[src/hdl/gwc_pkg.sv]
// ----------------------------------------------------------------------------
// gwc_pkg
// Shared field widths, codes and control structs of the window convolution.
// ----------------------------------------------------------------------------
`default_nettype none

package gwc_pkg;

    localparam int MODE_W     = 2;
    localparam int POS_W      = 6;
    localparam int VALUE_W    = 17;
    localparam int PIX_W      = 8;
    localparam int WGT_W      = 17;
    localparam int PROD_W     = PIX_W + WGT_W;
    localparam int FRAC_W     = 16;
    localparam int DIM_W      = 7;
    localparam int KSIZE_W    = 4;
    localparam int CFG_IDX_W  = 2;
    localparam int CFG_DATA_W = 7;

    localparam logic [MODE_W-1:0] MODE_PIXEL   = 2'd0;
    localparam logic [MODE_W-1:0] MODE_WEIGHT  = 2'd1;
    localparam logic [MODE_W-1:0] MODE_COMPUTE = 2'd2;

    localparam logic [CFG_IDX_W-1:0] CFG_WIDTH  = 2'd0;
    localparam logic [CFG_IDX_W-1:0] CFG_HEIGHT = 2'd1;
    localparam logic [CFG_IDX_W-1:0] CFG_KERNEL = 2'd2;

    localparam logic [DIM_W-1:0]   WIDTH_RST  = 7'd64;
    localparam logic [DIM_W-1:0]   HEIGHT_RST = 7'd64;
    localparam logic [KSIZE_W-1:0] KERNEL_RST = 4'd3;

    typedef struct packed {
        logic clear;
        logic valid;
        logic last;
    } t_mac_ctrl;

    typedef struct packed {
        logic done;
    } t_mac_stat;

endpackage

`default_nettype wire

[src/hdl/gwc_mac.sv]
// ----------------------------------------------------------------------------
// gwc_mac
// Shared multiply-accumulate unit: registered product, then accumulate.
// ----------------------------------------------------------------------------
`default_nettype none

module gwc_mac
    import gwc_pkg::*;
#(
    parameter int ACC_W = 33
) (
    input  wire logic             i_clk,
    input  wire logic             i_rst_n,
    input  wire t_mac_ctrl        i_ctrl,
    input  wire logic [PIX_W-1:0] i_pix,
    input  wire logic [WGT_W-1:0] i_wgt,
    output t_mac_stat             o_stat,
    output logic      [ACC_W-1:0] o_acc
);

    logic [PROD_W-1:0] r_prod;
    logic              r_prod_vld;
    logic              r_prod_last;
    logic [ACC_W-1:0]  r_acc;
    logic              r_done;

    always_ff @(posedge i_clk) begin
        r_prod <= PROD_W'(i_pix) * PROD_W'(i_wgt);
        if (!i_rst_n) begin
            r_prod_vld  <= 1'b0;
            r_prod_last <= 1'b0;
            r_done      <= 1'b0;
        end else begin
            r_prod_vld  <= i_ctrl.valid;
            r_prod_last <= i_ctrl.valid & i_ctrl.last;
            r_done      <= r_prod_vld & r_prod_last;
        end
        if (i_ctrl.clear) begin
            r_acc <= '0;
        end else if (r_prod_vld) begin
            r_acc <= r_acc + ACC_W'(r_prod);
        end
    end

    assign o_stat.done = r_done;
    assign o_acc       = r_acc;

endmodule

`default_nettype wire

[config.mk]
export PLATFORM = sky130hd
export DESIGN_NAME = gwc_mac
export DESIGN_NICKNAME = d
export VERILOG_FILES = /design/src/hdl/gwc_pkg.sv /design/src/hdl/gwc_mac.sv
export SDC_FILE = /design/constraint.sdc
export NUM_CORES = 1
export LEC_CHECK = 0
export BUFFER_PORTS_ARGS = -buffer_cell sky130_fd_sc_hd__buf_2
export CAP_MARGIN = 20
export CORE_MARGIN = 10
export CORE_UTILIZATION = 50
export CTS_BUF_LIST = sky130_fd_sc_hd__clkbuf_8
export CTS_CLUSTER_SIZE = 10
export DETAILED_ROUTE_END_ITERATION = 6
export PLACE_DENSITY_LB_ADDON = 0.1
export SKIP_LAST_GASP = 1
export SYNTH_ARGS = -nofsm -noshare
export SYNTH_HDL_FRONTEND = slang
export SYNTH_SLANG_ARGS = --single-unit
[constraint.sdc]
create_clock -name i_clk -period 4.4 [get_ports i_clk]
set_clock_uncertainty 0.05 [all_clocks]
set_input_delay 0.44 -clock i_clk [delete_from_list [all_inputs] [get_ports i_clk]]
set_output_delay 0.44 -clock i_clk [all_outputs]
set_load 0.02 [all_outputs]
# Word level (Yosys, flattened, before mapping)

Cells that the tools add are included.

Memories kept: 0
RAM bits: 0
Input bits: 30
Flip-flop bits (word level): 61
Bits in read-only memories: 0
Output and inout port bits: 34
Logic and storage cells: 9
Latch bits: 0

Reduce and logical (&&, ||, !) cells: 0
Mux-type cells: 0
Equality and inequality tests: 0
Bitwise gates (word level): 2
Shifts and indexed selects: 0
Multipliers: 1
Div/mod/pow operators: 0
$lt $le $gt $ge: 0
Add/subtract/negate cells: 1

Operators with widths:

| operator                    | number |
|---|---|
| adder 33 x 25 -> 33 bit     | 1 |
| multiplier 8 x 17 -> 25 bit | 1 |
| bitwise AND 1 bit           | 2 |

# Depth between registers and ports, before layout

Gate-level depths: netlist of the first run.

Word-level depth: 1
Gate-level depth with buffers: 19
Gate-level depth less buffers: 17

# Least setup slack after synthesis of the first run

OpenSTA, ideal clock, no wires.

Path kind: input to register
From: input port i_pix[4]
To: register r_prod[23]
Buffers on the path: 2
Stages: 18
Library setup time: 0.121 ns
Setup slack: -0.422 ns
Arrival time: 4.650 ns
Cell sequence: clkbuf_1 nand2_1 fa_1 inv_1 fa_1 fa_1 inv_1 fa_1 inv_1 ha_1 buf_4 a211o_2 o211ai_2 or3_1 o31a_1 o21ai_2 a311oi_2 xnor2_1

Word-level cells in the longest chain between the ends: 1

Ends and longest elaborated chain:

| element                     | RTL line      | text |
|---|---|---|
| start, declared             | gwc_mac.sv:15 | `input wire logic [PIX_W-1:0] i_pix,` |
| multiplier 8 x 17 -> 25 bit | gwc_mac.sv:28 | `r_prod <= PROD_W'(i_pix) * PROD_W'(i_wgt);` |
| end signal, assigned        | gwc_mac.sv:28 |  |
| end, declared               | gwc_mac.sv:21 | `logic [PROD_W-1:0] r_prod;` |

Every way passes these cells.
A chain may end at the register's enable or synchronous reset.

# Final worst setup path of the first run

From: input port i_pix[7]
To: register r_prod[23]

The elaborated chain is that of the path after synthesis.

==> results of run 1 <==
-- repair_timing --
action | CTS | global route
cloned | 0 | 0
pin swaps | 1 | 32
gates resized for setup | 2 | 35
setup buffers | 0 | 3
endpoints found under the setup margin | 4 | 10
-- synth_stat cells (8+ instances only) --
cell / n / area share, %
o21ai_0: 36 / 2.4
mux2i_1: 12 / 1.6
inv_1: 133 / 6.5
and2_1: 101 / 8.3
a21o_1: 16 / 1.6
xnor2_1: 27 / 3.1
nor2b_1: 11 / 0.90
nand4_1: 8 / 0.66
clkbuf_1: 19 / 0.93
o21a_1: 10 / 0.98
nor2_1: 36 / 1.8
xor2_1: 10 / 1.1
a211oi_1: 8 / 0.79
nand2_1: 72 / 3.5
a21oi_1: 49 / 3.2
dfxtp_1: 61 / 16
fa_1: 91 / 24
ha_1: 70 / 11
nor3_1: 13 / 0.85
-- metal layers --
metal	up-vias	global-route usage, %	part of all wire, %
met5	-	0	0
met1	2842	23.5	49
met2	142	27.4	44
li1	3182	-	-
met4	0	5.59	1.9
met3	23	2.34	5.1
-- kinds of logic (layout without fill, tap and decap cells) --
kind of cell,Yosys count,after routing,synth area share (%)
buf+inv,163,294,8.18
simple gates,276,276,19.4
compound gates,174,174,15.1
mux,13,13,1.72
xor+xnor,37,37,4.25
fa+ha+maj,161,161,35.4
flops,61,61,16.0
-- where the power goes --
group	internal [mW]	switching, mW	total (mW)
registers	0.744	0.0942	0.838
clock network	0.390	0.220	0.610
logic	2.03	2.17	4.20
-- layout make-up --
type	instances	area [sq um]
Clock buffer	10	138
Clock inverter	6	110
Fill cell	1383	5980
Multi-Input combinational cell	661	5930
Timing Repair Buffer	144	970
Tap cell	188	235
Sequential cell	61	1220
Inverter	134	503
-- state kept, by name, indices dropped and copies added, names as in the netlist --
signal,cells
o_acc,33
r_prod,25
o_stat,1
r_prod_last,1
r_prod_vld,1
-- stage by stage --
| stage | total power, mW | std cells | hold WS, ps | utilization (%) | worst slack [ps] |
|---|---|---|---|---|---|
| 2_1_floorplan | 3.72 | 885 | 387 | - | -170 |
| 3_3_place_gp | 4.86 | 1185 | 417 | 57.7 | -323 |
| 3_5_place_dp | 4.89 | 1185 | 410 | 57.7 | -420 |
| 4_1_cts | 5.55 | 1201 | 242 | 59.4 | 0.480 |
| 5_1_grt | 6.27 | 1204 | 254 | 60.4 | -75.2 |
| 6_report | 5.65 | 1204 | 264 | 60.4 | 56.2 |
-- final timing paths --
kind / cells after the start / to / slack, ps / from
worst max-delay path: 17 / r_prod[23] / 60 / i_pix[7]
worst min-delay path: 2 / r_prod_vld / 260 / i_ctrl[1]
worst max register to register: 10 / o_acc[30] / 1450 / o_acc[0]
worst min register to register: 1 / o_stat / 420 / r_prod_last
-- critical path: stages --
cell and delay, ps:
buf_8 110, buf_6 110, and2_4 150, fa_1 490
fa_1 520, fa_1 510, inv_1 50, fa_1 510
inv_2 40, ha_4 260, o21a_1 120, o211ai_2 90
or3_4 380, o31a_1 320, o21ai_2 180, a311oi_2 120
xnor2_1 130
==> run_results.csv, run 1 <==
group,metric,value,unit
cts,cts_root_buf,"clkbuf_8",
route,ant_nets,0,
worst_hold_path,min_path_type,"in -> reg",
synth,ys_warn_count,0,
power,ir_worst_vdd,286,uV
cts,clkTransAtPathRegs,70,ps
finish,diodes,0,
die,core,15100,sq um
power,p_leak,4.50,nW
finish,layout_common_cells,"inv_1, and2_1, fa_1",
die,die_w,144,microns
route,drc,0,
route,routed_wl,17100,microns
synth,synth.yosys.seq_area_share,16.0,%
synth,synth_edf_count,0,
status,status,"complete, no violations",
synth,ys_ff_latch,61,
sta,fmax,230,MHz
sta,hold_viol_final,0,
synth,synth_cell_types,67,
finish,design_area,9110,sq um
finish,drive_gt1_share,19.9,%
power,pwr_density_cell,620,nW/um^2
sta,drv_slew,0,
global_routing,grt_remaining_overflow,0,
die,initial_core_util,50.6,%
global_routing,grt_use_total,17.2,%
route,vias_per_cell,5.14,
critical_path,cp-end-kind,"flip-flop",
synth,synth_nets,1076,
route,drtIter0Drc,200,
cts,cts_hold_buf,0,
sta,slew_headroom,50.4,%
die,ios,64,
sta,rsz0062_at_grt,"yes",
place,place_area,8710,sq um
cts,cts_tree,"done",
place,dpl.hpwl,14300,microns
cts,numCtsBuffers,9,
flow_run,drv_cap,0,
synth,synth_area,7630,sq um
synth,async_flop_share,0,%
sta,fin_crit_sh,98.7,%
finish,layout_commonest_cell,"inv_1",
global_routing,grt_pass1_wl,29500,microns
cts,clk_latency,350,ps
critical_path,startpoint_type,"primary input",
die,fp-row-count,45,
route,drt-pass1-iter-count,7,
critical_path,path_max_fanout,7,
route,vias,6189,
sta,worst_pin_slew,739,ps
critical_path,critPathKind,"in -> reg",
critical_path,crit_arrival,4530,ps
synth,synth_cells,885,
global_routing,grt_max_degree,34,
place,globalplace.congestion,0.885,
die,dieArea,20600,sq um
global_routing,antenna_found_initial,0,
sta,finalSetupTns,0,ps
finish,nNetsFinal,1202,
cts,cts.sinks,61,
synth,synthFlopType,"dfxtp_1",
synth,synth_area_per_cell,8.62,sq um
route,post_drt_wl_per_cell,14.2,microns
cts,cts_max_path_buffers,2,
place,port_buffers,63,
sta,min_period,4340,ps
die,chipHeight,144,microns
finish,area_growth,19.4,%
global_routing,grt_pass1_vias,6278,
sta,setup_viol_count_final,0,
cts,htreeDepth,3,
critical_path,required,4580,ps
(Power assumes the default switching activity.)
==> run 2: changes to the inputs <==
CORE_UTILIZATION = 35   (was 50)
==> run_results.csv, run 2 (synthesis gave the netlist of run 1 again) <==
group,metric,value,unit
worst_hold_path,hp-start,"i_ctrl[1]",
die,die_w,168,microns
global_routing,antenna_found_initial,0,
critical_path,cp-end-kind,"flip-flop",
critical_path,path_max_fanout,8,
cts,cts_tree,"done",
critical_path,r2r-end,"o_acc[30]",
cts,cts_max_path_buffers,2,
global_routing,grt_max_degree,34,
finish,drive_gt1_share,24.0,%
sta,drv_slew,0,
sta,rsz0062_at_grt,"yes",
worst_hold_path,holdPathStages,2,
worst_hold_path,min_path_type,"in -> reg",
place,globalplace.congestion,0.853,
critical_path,required,4580,ps
sta,fin_crit_sh,97.8,%
power,pwr_density_cell,613,nW/um^2
sta,min_period,4300,ps
route,routed_wl,18400,microns
finish,nNetsFinal,1221,
finish,stdcell_count,1310,
global_routing,grt_remaining_overflow,0,
finish,final_core_util,44.8,%
sta,fmax,232,MHz
die,fp-row-count,53,
finish,largest_reg_flops,33,
die,ios,64,
critical_path,reg2reg_from,"o_acc[0]",
critical_path,crit_path_max_incr_delay,550,ps
global_routing,grt_use_total,13.0,%
cts,clk_latency,350,ps
power,ir_worst_vdd,263,uV
route,drc,0,
global_routing,grt_pass1_wl,31400,microns
place,dpl.hpwl,15800,microns
place,dp_cells,1287,
place,port_buffers,63,
critical_path,crit_arrival,4480,ps
route,vias_per_cell,4.74,
power,p_leak,4.58,nW
route,ant_nets,0,
critical_path,startpoint_type,"primary input",
cts,cts_root_buf,"clkbuf_8",
cts,numCtsBuffers,9,
cts,cts.sinks,61,
cts,htreeDepth,3,
sta,worst_pin_slew,732,ps
cts,cts_hold_buf,0,
sta,setup_viol_count_final,0,
cts,clkTransAtPathRegs,70,ps
finish,diodes,0,
sta,fin_hold_ws,262,ps
critical_path,critPathKind,"in -> reg",
worst_hold_path,min_to,"r_prod_vld",
die,dieArea,28100,sq um
route,vias,6203,
critical_path,ff2ff_path_depth,10,
route,drt-pass1-iter-count,4,
die,initial_core_util,35.9,%
sta,hold_viol_final,0,
finish,layout_common_cells,"inv_1, buf_4, and2_1",
global_routing,grt_pass1_vias,6379,
flow_run,drv_cap,0,
die,core,21200,sq um
status,status,"complete, no violations",
sta,slew_headroom,50.8,%
critical_path,cpMaxStageDelayCell,"fa_1",
route,drtIter0Drc,279,
die,chipHeight,168,microns
route,post_drt_wl_per_cell,14.1,microns
finish,area_growth,24.5,%
finish,layout_commonest_cell,"inv_1",
critical_path,cpMostUsedCell,"fa_1",
critical_path,crit_chain,"buf_6, buf_4, and2_1, fa_1, fa_1, fa_1, inv_1, fa_1, inv_1, ha_4, o211ai_2, or3_4, o31a_1, o21ai_2, a311oi_2, xnor2_1",
critical_path,reg2reg_slack,1420,ps
==> run 2: cell count changes in the layout (fill, tap and decap cells not counted), sizes merged <==
cell,before,now
buf,143,160
bufinv,3,1
clkbuf,11,13
clkinv,1,4
clkinvlp,2,0
inv,134,135
==> run 2: layout make-up <==
class                           instances  area, sq um
Clock buffer                           10          138
Clock inverter                          6         53.8
Fill cell                            2154        11700
Inverter                              134          503
Multi-Input combinational cell        661         6070
Sequential cell                        61         1220
Tap cell                              275          344
Timing Repair Buffer                  163         1170
==> run 2: per-stage QoR <==
step                setup TNS [ps]  power [mW]  cell area [sq um]  worst slack (ps)
floorplan                     -245        3.72               7770              -170
global placement             -3360        5.04               8930              -359
detailed placement           -3710        5.03               8930              -423
CTS                          -1.01        5.56               9150             -1.01
global route                 -70.1        6.49               9500             -42.0
finish                           0        5.83               9500              98.5
==> run 2: power by group <==
group,leakage (nW),switching (mW),internal (mW)
clock,0.107,0.212,0.270
combinational,3.97,2.27,2.24
sequential,0.504,0.0945,0.744
total,4.58,2.58,3.25
==> run 2: critical path: cells and delay by family <==
| family | cells | cell delay (ps) |
|---|---|---|
| AO/OA/AOI/OAI | 4 | 690 |
| adder cells (fa/ha/maj) | 5 | 2310 |
| XOR/XNOR | 1 | 140 |
| AND/OR/NAND/NOR | 2 | 510 |
| buffers and inverters | 4 | 370 |
==> run 2: repair_timing <==
item | in CTS | in global routing
setup endpoints to repair | 5 | 9
resized for setup | 7 | 72
pin swaps | 8 | 47
cloned | 0 | 1
endpoints found under the hold margin | 0 | 0
setup buffers | 0 | 6
==> run 2: worst max path at each step <==
stage	from	end	cells past startpoint
floorplan	i_pix[2]	r_prod[23]	18
finish	i_pix[2]	r_prod[23]	16
global route	i_pix[4]	r_prod[22]	19
detailed placement	i_pix[3]	r_prod[23]	16
CTS	i_pix[7]	r_prod[23]	16
global placement	i_pix[2]	r_prod[23]	17
==> run 2: layer usage <==
layer	part of all wire, %	routed length, microns	track usage (%)
met1	51	9490	18.4
met2	44	8200	20.5
met3	3.1	575	1.69
met4	0.95	175	3.07
met5	0	0	0
==> run 3: changes to the inputs <==
GPL_TIMING_DRIVEN = 0   (was default)
SLEW_MARGIN = 20   (was default)
==> run_results.csv, run 3 (synthesis gave the netlist of run 1 again) <==
group,metric,value,unit
place,globalplace.congestion,0.857,
finish,nNetsFinal,1173,
finish,area_growth,19.7,%
sta,worst_pin_slew,742,ps
route,wl_met1,10000,microns
sta,hold_viol_final,0,
die,die_w,168,microns
cts,cts_max_path_buffers,2,
critical_path,cpMaxStageDelayCell,"fa_1",
die,ios,64,
power,ir_worst_vdd,253,uV
route,top_layer,"met4",
global_routing,grt_max_degree,12,
power,pwr_density_cell,596,nW/um^2
flow_run,drv_cap,0,
power,total_power,5.45,mW
critical_path,required,4590,ps
route,wl_met3,581,microns
route,post_drt_wl_per_cell,15.6,microns
place,dpl.hpwl,16200,microns
sta,drv_slew,0,
power,p_leak,4.31,nW
place,port_buffers,63,
critical_path,ff2ff_path_depth,10,
critical_path,reg2reg_from,"o_acc[0]",
critical_path,crit_arrival,4610,ps
worst_hold_path,hp-start,"i_ctrl[1]",
critical_path,reg2reg_slack,1430,ps
sta,slew_headroom,50.2,%
cts,cts.sinks,61,
worst_hold_path,min_path_type,"in -> reg",
critical_path,cpMostUsedCell,"fa_1",
cts,numCtsBuffers,9,
cts,clk_latency,350,ps
die,core,21200,sq um
sta,fmax,226,MHz
global_routing,grt_pass1_vias,6412,
cts,cts_hold_buf,0,
worst_hold_path,min_to,"r_prod_vld",
place,place_area,8430,sq um
die,dieArea,28100,sq um
sta,rsz0062_at_grt,"yes",
global_routing,grt_pass1_wl,32900,microns
place,dp_cells,1223,
critical_path,cp-end-kind,"flip-flop",
finish,design_area,9140,sq um
critical_path,crit_path_max_incr_delay,530,ps
route,routed_wl,19700,microns
route,drt-pass1-iter-count,4,
critical_path,r2r-end,"o_acc[30]",
global_routing,antenna_found_initial,0,
cts,htreeDepth,3,
critical_path,path_max_fanout,7,
cts,clkTransAtPathRegs,70,ps
route,drc,0,
sta,min_period,4420,ps
finish,largest_reg_flops,33,
die,initial_core_util,35.9,%
sta,setup_viol_count_final,1,
critical_path,crit_chain,"buf_12, clkbuf_16, and2_4, fa_1, fa_1, fa_1, inv_2, fa_1, inv_2, ha_4, a211o_4, o211ai_2, or3_4, o31a_1, o21ai_2, a311oi_2, xnor2_1",
route,ant_nets,0,
global_routing,grt_remaining_overflow,0,
die,fp-row-count,53,
status,violations,"setup timing",
route,vias,6061,
global_routing,grt_use_total,14.0,%
route,routed-wl-met2,8820,microns
place,dpl_worst_slack,-783,ps
critical_path,critPathKind,"in -> reg",
die,chipHeight,168,microns
finish,drive_gt1_share,18.3,%
finish,stdcell_count,1262,
finish,layout_commonest_cell,"inv_1",
route,drtIter0Drc,262,
status,status,"finished, violations left",
cts,cts_root_buf,"clkbuf_8",
critical_path,startpoint_type,"primary input",
sta,fin_crit_sh,100,%
finish,layout_common_cells,"inv_1, and2_1, fa_1",
finish,fill_cells,2164,
worst_hold_path,holdPathStages,2,
finish,diodes,0,
route,vias_per_cell,4.80,
cts,cts_tree,"done",
sta,setup_slack,-19.4,ps
[run 3: changes by cell type in the layout (fill, tap and decap cells not counted), sizes merged]
cell / before / now
bufinv: 1 / 3
clkinv: 4 / 1
inv: 135 / 134
buf: 160 / 96
clkbuf: 13 / 29
clkinvlp: 0 / 2
[run 3: repair_timing]
item | 4_1_cts | 5_1_grt
pin swaps | 20 | 46
setup endpoints to repair | 9 | 8
gates resized for setup | 29 | 48
hold endpoints to repair | 0 | 0
setup buffers | 14 | 12
[run 3: cell type report]
cell class	count	area [sq um]	share of cell area, %
clock inverters	6	110	1.21
plain buffers	27	218	2.38
inverters	134	503	5.51
clock buffers	10	138	1.51
repair buffers	88	564	6.18
flip-flops and latches	61	1220	13.4
multi-input cells	661	6040	66.1
well taps	275	344	3.77
[run 3: metrics by stage]
step	utilization [%]	hold WS (ps)	setup TNS, ps
2_1_floorplan	-	387	-245
3_3_place_gp	39.7	393	-7600
3_5_place_dp	39.7	399	-6650
4_1_cts	42.0	235	-298
5_1_grt	43.0	244	-346
6_report	43.0	253	-19.4
[run 3: worst max path at each step]
stage / from / endpoint / slack [ps] / depth (start not counted)
finish: i_pix[5] / r_prod[23] / -20 / 17
global route: i_wgt[8] / r_prod[23] / -130 / 16
CTS: i_pix[5] / r_prod[23] / -120 / 18
detailed placement: i_pix[2] / r_prod[23] / -780 / 18
global placement: i_pix[5] / r_prod[23] / -840 / 18
floorplan: i_pix[2] / r_prod[23] / -170 / 18
[run 3: routing by layer]
metal,up-vias,track usage (%)
met4,0,3.44
met2,94,22.8
li1,3113,-
met5,-,0
met1,2840,19.0
met3,14,2.08
[run 3: critical path: cells and delay by family]
kind | cells | cell delay (ps)
buffers and inverters | 4 | 340
AO/OA/AOI/OAI | 5 | 870
adder cells (fa/ha/maj) | 5 | 2280
XOR/XNOR | 1 | 140
AND/OR/NAND/NOR | 2 | 530
[run 3: where the power goes]
group	switching, mW	total [mW]	leakage, nW	internal (mW)
clock	0.226	0.616	0.119	0.390
sequential	0.0958	0.840	0.504	0.744
combinational	2.20	3.99	3.69	1.79
